File: config.mk
export PLATFORM = sky130hd
export DESIGN_NAME = sirf_ctrl
export DESIGN_NICKNAME = d
export VERILOG_FILES = /design/src/rtl/core/sirf_pkg.sv /design/src/rtl/core/sirf_ctrl.sv
export SDC_FILE = /design/constraint.sdc
export NUM_CORES = 1
export LEC_CHECK = 0
export BUFFER_PORTS_ARGS = -buffer_cell sky130_fd_sc_hd__buf_4
export CAP_MARGIN = 30
export CORE_AREA = 2 2 39 41
export CTS_CLUSTER_DIAMETER = 80
export DETAILED_ROUTE_END_ITERATION = 10
export DIE_AREA = 0 0 41 43
export PLACE_DENSITY = 0.44
export RECOVER_POWER = 25
export SYNTH_ARGS = -nofsm -noshare
export SYNTH_HDL_FRONTEND = slang
export SYNTH_SLANG_ARGS = --single-unit
File: constraint.sdc
create_clock -name clk -period 1.64 [get_ports clk]
set_clock_uncertainty 0.15 [all_clocks]
set_input_delay 0.492 -clock clk [delete_from_list [all_inputs] [get_ports clk]]
set_output_delay 0.492 -clock clk [all_outputs]
set_load 0.005 [all_outputs]
File: src/rtl/core/sirf_pkg.sv
`timescale 1ns / 1ps

package sirf_pkg;

  localparam int IDX_W      = 12;
  localparam int BASE_W     = 8;
  localparam int LEN_W      = 13;
  localparam int PLEN_W     = 13;
  localparam int START_W    = 13;
  localparam int END_W      = 14;
  localparam int POS_W      = 14;
  localparam int ARM_W      = 13;
  localparam int MINL_W     = 13;
  localparam int SPC_W      = 12;
  localparam int CFG_IDX_W  = 1;
  localparam int CFG_DATA_W = 13;

  localparam int SEQ_DEPTH_DEF = 4096;

  localparam logic CMD_WRITE = 1'b0;
  localparam logic CMD_QUERY = 1'b1;

  localparam logic [CFG_IDX_W-1:0] REG_MIN_LENGTH = 1'd0;
  localparam logic [CFG_IDX_W-1:0] REG_SPACER     = 1'd1;

  localparam logic [MINL_W-1:0] MIN_LENGTH_RST = 13'd8;
  localparam logic [SPC_W-1:0]  SPACER_RST     = 12'd0;

  typedef enum logic [1:0] {
    ST_IDLE,
    ST_PROBE,
    ST_MATCH,
    ST_DONE
  } state_t;

  // Controller to datapath.
  typedef struct packed {
    logic load;      // latch a query and set up the arms
    logic wr;        // store a base
    logic rd_cur;    // read the pair at the current arm
    logic rd_next;   // read the pair one step further out
    logic step;      // the current pair matched; move both arms out
    logic load_out;  // move the result into the output register
  } dp_cmd_t;

  // Datapath to controller.
  typedef struct packed {
    logic inb_cur;   // both current positions lie inside the sequence
    logic inb_next;  // both positions one step out lie inside the sequence
    logic pair;      // the bases read last cycle are complementary
    logic out_busy;  // output register holds a beat that is not taken
  } dp_stat_t;

  function automatic logic pairs_with(input logic [BASE_W-1:0] l, input logic [BASE_W-1:0] r);
    logic ok;
    ok = 1'b0;
    case (l)
      "A":     ok = (r == "T");
      "T":     ok = (r == "A");
      "G":     ok = (r == "C");
      "C":     ok = (r == "G");
      "a":     ok = (r == "t");
      "t":     ok = (r == "a");
      "g":     ok = (r == "c");
      "c":     ok = (r == "g");
      default: ok = 1'b0;
    endcase
    return ok;
  endfunction

endpackage

File: src/rtl/core/sirf_ctrl.sv
`timescale 1ns / 1ps

module sirf_ctrl (
  input  logic               clk,
  input  logic               rst_n,
  input  logic               in_valid,
  input  logic               in_cmd,
  output logic               in_ready,
  input  sirf_pkg::dp_stat_t stat,
  output sirf_pkg::dp_cmd_t  cmd
);

  sirf_pkg::state_t state_r, state_nxt;

  always_ff @(posedge clk) begin
    if (!rst_n) begin
      state_r <= sirf_pkg::ST_IDLE;
    end else begin
      state_r <= state_nxt;
    end
  end

  always_comb begin
    state_nxt = state_r;
    case (state_r)
      sirf_pkg::ST_IDLE: begin
        if (in_valid && in_cmd == sirf_pkg::CMD_QUERY) begin
          state_nxt = sirf_pkg::ST_PROBE;
        end
      end
      sirf_pkg::ST_PROBE: begin
        state_nxt = stat.inb_cur ? sirf_pkg::ST_MATCH : sirf_pkg::ST_DONE;
      end
      sirf_pkg::ST_MATCH: begin
        if (!(stat.pair && stat.inb_next)) begin
          state_nxt = sirf_pkg::ST_DONE;
        end
      end
      sirf_pkg::ST_DONE: begin
        if (!stat.out_busy) begin
          state_nxt = sirf_pkg::ST_IDLE;
        end
      end
      default: state_nxt = sirf_pkg::ST_IDLE;
    endcase
  end

  always_comb begin
    in_ready = 1'b0;
    cmd      = '0;
    case (state_r)
      sirf_pkg::ST_IDLE: begin
        in_ready = 1'b1;
        if (in_valid) begin
          if (in_cmd == sirf_pkg::CMD_QUERY) begin
            cmd.load = 1'b1;
          end else begin
            cmd.wr = 1'b1;
          end
        end
      end
      sirf_pkg::ST_PROBE: begin
        cmd.rd_cur = stat.inb_cur;
      end
      sirf_pkg::ST_MATCH: begin
        // The next pair is fetched while this one is compared.
        if (stat.pair) begin
          cmd.step    = 1'b1;
          cmd.rd_next = stat.inb_next;
        end
      end
      sirf_pkg::ST_DONE: begin
        cmd.load_out = !stat.out_busy;
      end
      default: begin
        in_ready = 1'b0;
      end
    endcase
  end

endmodule

### Word level (Yosys, flattened, before mapping)

Cells that the tools add are included.

* multiplexer cells: 14
* eq/ne operators: 6
* reductions and logical operators: 5

Operators with widths (number)
* 2-bit 2-to-1 mux: 7
* 2-bit one-hot mux with 4 select lines: 1
* 1-bit 2-to-1 mux: 6
* 2-bit != test (second input constant): 3
* 2-bit equality test (second input constant): 2
* 3-bit AND reduction: 1
* 2-bit by 1-bit equality test with 1-bit output (second input constant): 1
* 1-bit logical AND: 2
* 2-bit logical NOT: 1
* 1-bit logical NOT: 1

* word-level logic and storage cells: 26
* register bits after elaboration: 2
* output and inout port bits: 7

### Depth between registers and ports, before layout

Gate-level depths: netlist of the first run.

* word-level depth: 3
* gate-level depth with buffers: 5
* gate-level depth less buffers: 5

### Worst setup path after synthesis of the first run

OpenSTA, ideal clock, no wires.

* path type: register to output
* from: reg state_r[0]
* to: out cmd[5] in the netlist's numbering
* data arrival time: 0.917 ns
* required time: 0.998 ns
* path slack: 0.081 ns
* cell stages (with the launch flop): 4
* buffers on the path: 0
* cells stage by stage: dfxtp_1 inv_1 ha_1 and3_1

RTL lines
* from (decl): RTL line sirf_ctrl.sv:13 `sirf_pkg::state_t state_r, state_nxt;`
* from (signal assigned): RTL line sirf_ctrl.sv:17 `state_r <= sirf_pkg::ST_IDLE;`
* from (signal assigned): RTL line sirf_ctrl.sv:19 `state_r <= state_nxt;`
* to (decl): RTL line sirf_ctrl.sv:10 `output sirf_pkg::dp_cmd_t cmd`

==> impl_metrics.yaml, run 1 <==
drt:
  ant_nets: 0
  drc: 0
  wl_met3_um: 40
  wl_met1_um: 236
  routedWlPerCell_um: 9.70
  vias: 256
  first_iter_violations: 0
  drtPass1Iterations: 1
  wirelength_um: 621
  routed.top_layer: "met3"
  met2_length_um: 344
  via_per_inst: 4.00
critical_path:
  start_kind: "flip-flop"
  cp_top_family: "flip-flops"
  r2r_slack_ns: 0.12
  crit_buf_inv: 2
  critPathMaxStageDelay_ns: 0.38
  crit_chain: "inv_4 -> ha_4 -> and3_4 -> buf_6"
  required_ns: 1.00
  crit_cells: 4
  cp_max_fo: 4
  regToRegStartpoint: "state_r[0]"
  cp-end-kind: "output pin"
  r2r_end: "state_r[1]"
  crit_end: "cmd[5]"
  crit_arrival_ns: 1.07
  path_class: "reg -> out"
  r2r_cells: 6
  setup.worst_path.start: "state_r[1]"
  cpMaxStageDelayCell: "dfxtp_4"
cts:
  clkLatencyLatePin_ns: 0.23
  cts_buffers: 3
  cts_num_sinks: 2
  ctsLongestPathBuffers: 2
  cts.clk_slew.worst_paths_ns: 0.03
  h-tree-depth: 1
  clock-root-buffer: "clkbuf_4"
  cts_tree: "yes"
power_and_ir_drop:
  switching_share: 0.347
  internal_power_w: 0.000464
  power.density_nw_per_um2: 1390
  clock_power_share: 0.153
  switchingPower_w: 0.000247
  p_leak_nw: 0.234
  irDropWorstVdd_mv: 0.459
  combPwrFrac: 0.688
  seq_power_share: 0.159
die:
  pin_count: 15
  die_w_um: 41
  core_area_um2: 1380
  die_height_um: 43
  rows: 14
  initial_core_util: 0.165
  dieArea_um2: 1760
final_layout:
  nFillCells: 141
  fin_nets: 62
  multiInputGateArea_um2: 236
  top_register: "state_r"
  layout_top_registers: "state_r: 2 flops"
  num_antenna_cells: 0
  final_cell_area_um2: 510
  final_cells: 64
  syn_to_final_growth_pct: 123
  drive_gt1_frac: 0.792
  regArea_um2: 45.0
  largest_reg_flops: 2
place:
  gp_congestion: 0.707
  hpwl_um: 427
  port_buffers: 14
  dp.cells: 57
  placed_area_um2: 369
sta:
  max_freq_mhz: 584
  report.final.slew_viol_count: 0
  max_slew_margin: 0.795
  final-setup-viol-count: 7
  setup_ws_ns: -0.0718
  worst_pin_slew_ns: 0.308
  final.min_clock_period_ns: 1.71
  hold_viol_final: 0
  fin_crit_sh: 1.04
  rsz0062_at_grt: "yes"
  timing.setup.tns_ns: -0.305
yosys:
  yosys_register_bits: 2
  ys_types: 15
  ys_seq_area_frac: 0.175
  yosys_warnings: 0
  syn_nets: 37
  syn_avg_cell_area_um2: 9.16
  netlist_instances: 25
  syn_area_um2: 229
run:
  max_cap_violations: 0
min_path:
  hold_path_class: "in -> reg"
global_routing:
  gr-total-overflow: 0
  gr-usage-all-layers: 0.101
  antenna_found_initial: 0
  grt_max_degree: 5
  grt_pass1_vias: 276
  grt_pass1_wl_mm: 1.07
run_status:
  status: "complete, but fails checks"
  violations: "setup timing"
routing by layer:
metal / vias to the layer above / global-route usage
li1: 132 / -
met1: 114 / 0.0984
met2: 10 / 0.134
met3: 0 / 0.0314
met4: 0 / 0.140
met5: - / 0
cells in the final DEF, fill, tap and decap left out, types with 2 or more instances in the layout:
cell,instances
ha_4,4
and2_4,2
clkbuf_4,3
buf_4,13
and3_4,2
mux2i_1,2
nand2_1,5
buf_6,7
layout make-up:
class	count	area share
Inverter	2	0.0196
Clock buffer	3	0.0441
Sequential cell	2	0.0882
Timing Repair Buffer	20	0.346
Tap cell	16	0.0392
Multi-Input combinational cell	21	0.463
stage by stage:
stage | hold slack [ns] | utilization | total power (W) | setup slack (ns)
after floorplan | 0.326 | - | 0.000279 | 0.0812
after global placement | 0.352 | 0.267 | 0.000428 | 0.0346
after detailed placement | 0.358 | 0.267 | 0.000426 | 0.00806
after CTS | 0.383 | 0.382 | 0.000762 | -0.0797
after global routing | 0.417 | 0.369 | 0.000786 | -0.114
final | 0.388 | 0.369 | 0.000711 | -0.0718
what timing repair did:
| action | CTS | global route |
|---|---|---|
| resized for setup | 25 | 0 |
| hold buffers | 0 | 0 |
| buffers inserted | 5 | 0 |
| endpoints found under the setup margin | 7 | 9 |
| pin swaps | 5 | 4 |
worst min-delay path by stage:
| stage | startpoint | end | slack [ns] | cells past startpoint |
|---|---|---|---|---|
| detailed placement | state_r[1] | state_r[1] | 0.36 | 2 |
| CTS | rst_n | state_r[1] | 0.38 | 3 |
| finish | rst_n | state_r[1] | 0.39 | 3 |
| floorplan | state_r[1] | state_r[1] | 0.33 | 2 |
| global route | rst_n | state_r[1] | 0.42 | 3 |
| global placement | state_r[1] | state_r[1] | 0.35 | 2 |
Yosys cell counts, drive strengths merged:
| cell | count | area share |
|---|---|---|
| mux2i | 2 | 0.087 |
| a221oi | 1 | 0.11 |
| nor2b | 1 | 0.027 |
| nor2 | 1 | 0.016 |
| and2 | 2 | 0.060 |
| inv | 2 | 0.033 |
| o31ai | 1 | 0.033 |
| and3b | 1 | 0.038 |
| ha | 4 | 0.22 |
| nand2 | 5 | 0.082 |
| and2b | 1 | 0.038 |
| dfxtp | 2 | 0.17 |
| and3 | 2 | 0.077 |
worst min-delay path, cell delays in order:
cell	delay (ns)
buf_4	0.12
nand2_1	0.05
mux2i_1	0.05
power groups by stage:
stage	Sequential, W	Combinational, W	Clock (W)
floorplan	0.0000911	0.000187	0
global placement	0.0000875	0.000341	0
detailed placement	0.0000886	0.000338	0
CTS	0.000113	0.000535	0.000114
global route	0.000119	0.000544	0.000123
finish	0.000113	0.000489	0.000109
cell families after synthesis:
| group | synth area share |
|---|---|
| flip-flops | 0.175 |
| AO/OA/AOI/OAI | 0.148 |
| adder cells (fa/ha/maj) | 0.219 |
| AND/OR/NAND/NOR | 0.339 |
| buffers and inverters | 0.0328 |
| multiplexers | 0.0874 |
No activity file was read; power rests on OpenSTA's default activity.
==> inputs of run 2 (changes only) <==
--- a/config.mk
+++ b/config.mk
@@ -12,7 +12,6 @@
 export DETAILED_ROUTE_END_ITERATION = 10
 export DIE_AREA = 0 0 41 43
 export PLACE_DENSITY = 0.44
-export RECOVER_POWER = 25
 export SYNTH_ARGS = -nofsm -noshare
 export SYNTH_HDL_FRONTEND = slang
 export SYNTH_SLANG_ARGS = --single-unit
==> constraint.sdc (replaced) <==
create_clock -name clk -period 2.15 [get_ports clk]
set_clock_uncertainty 0.15 [all_clocks]
set_input_delay 0.645 -clock clk [delete_from_list [all_inputs] [get_ports clk]]
set_output_delay 0.645 -clock clk [all_outputs]
set_load 0.005 [all_outputs]
==> run 2 against run 1 <==
Compared with the run above:
- the run now ends clean
- via count down 11%
- first-iteration DRC count up 2
- routed wire length down 16%
- clock-buffer cell count unchanged
- combinational power down 56%
- hold slack worse by 0.050 ns
- die area unchanged
- critical path type unchanged
==> impl_metrics.yaml, run 2 (same netlist as run 1, synthesis figures left out) <==
run_status:
  status: "completed"
drt:
  drc: 0
  wirelength_um: 519
  ant_nets: 0
  routedWlPerCell_um: 8.95
  first_iter_violations: 2
  via_per_inst: 3.95
  drtPass1Iterations: 2
  vias: 229
global_routing:
  antenna_found_initial: 0
  grt_pass1_vias: 214
  grt_pass1_wl_um: 876
  gr-total-overflow: 0
  grt_max_degree: 7
  gr-usage-all-layers: 0.0791
critical_path:
  r2r_cells: 5
  cp-end-kind: "output pin"
  start_kind: "flip-flop"
  crit_arrival_ns: 1.27
  path_class: "reg -> out"
  required_ns: 1.35
  cp_max_fo: 6
min_path:
  hold_path_class: "reg -> reg"
  hold_depth: 2
power_and_ir_drop:
  p_leak_nw: 0.196
  power_w: 0.000378
  power.density_nw_per_um2: 997
  irDropWorstVdd_mv: 0.309
die:
  die_w_um: 41
  core_area_um2: 1380
  rows: 14
  pin_count: 15
  die_height_um: 43
  initial_core_util: 0.165
  dieArea_um2: 1760
sta:
  final-setup-viol-count: 0
  hold_viol_final: 0
  fin_crit_sh: 0.960
  worst_pin_slew_ns: 0.250
  timing.setup.tns_ns: 0
  setup_ws_ns: 0.0865
  rsz0062_at_grt: "no"
  report.final.slew_viol_count: 0
  max_slew_margin: 0.833
  max_freq_mhz: 485
  final.min_clock_period_ns: 2.06
cts:
  clkLatencyLatePin_ns: 0.22
  ctsLongestPathBuffers: 2
  h-tree-depth: 1
  cts.clk_slew.worst_paths_ns: 0.03
  cts_tree: "yes"
  cts_num_sinks: 2
  cts_buffers: 3
  hold_buffers: 0
  clock-root-buffer: "clkbuf_4"
final_layout:
  num_antenna_cells: 0
  layout_common_cells: "buf_4, nand2_1, ha_1, clkbuf_4"
  final_cells: 58
  final_common_cell: "buf_4"
  layout_top_registers: "state_r: 2 flops"
  fin_nets: 56
  multiInputGateArea_um2: 181
  drive_gt1_frac: 0.548
  largest_reg_flops: 2
  nFillCells: 154
  syn_to_final_growth_pct: 65.6
  top_register: "state_r"
  regArea_um2: 42.5
place:
  pre_cts_slack_ns: 0.236
  gp_congestion: 0.700
  port_buffers: 14
  dp.cells: 55
run:
  max_cap_violations: 0
[run 2: area by class of cell]
class | instances | share of cell area
tap | 16 | 0.0528
multi-input combinational | 21 | 0.479
clock buffer | 3 | 0.0594
sequential | 2 | 0.112
timing repair buffer | 14 | 0.277
inverter | 2 | 0.0198
[run 2: per-stage QoR]
step	utilization	hold slack, ns	cell area (µm²)
2_1_floorplan	-	0.326	229
3_3_place_gp	0.256	0.371	354
3_5_place_dp	0.256	0.379	354
4_1_cts	0.273	0.345	378
5_1_grt	0.274	0.389	379
6_report	0.274	0.338	379
[run 2: per-layer routing]
layer	GRT usage	vias to the layer above	wire, µm
li1	-	118	-
met1	0.0924	101	227
met2	0.100	10	248
met3	0.0314	0	44
met4	0.0800	0	0
met5	0	-	0
[run 2: worst max-delay path, cell delays in order, from the launching register on]
cell and delay [ns]:
dfxtp_2 0.36, inv_1 0.08, ha_1 0.28, and3_1 0.21
buf_4 0.13
[run 2: what timing repair did]
item	4_1_cts	5_1_grt
cloned	0	0
resized for setup	1	1
setup endpoints to repair	1	1
setup buffers	0	0
pin swaps	0	0
[run 2: path summary, 6_finish.rpt]
| path | startpoint | to | slack [ns] |
|---|---|---|---|
| hold reg to reg | state_r[0] | state_r[0] | 0.34 |
| hold / removal | state_r[0] | state_r[0] | 0.34 |
| setup / recovery | state_r[0] | cmd[5] | 0.09 |
| setup reg to reg | state_r[0] | state_r[1] | 0.66 |
[run 2: where the power goes]
group,internal (W),switching [W]
Combinational,0.000125,0.0000906
Sequential,0.0000573,0.0000228
Clock,0.0000616,0.0000207
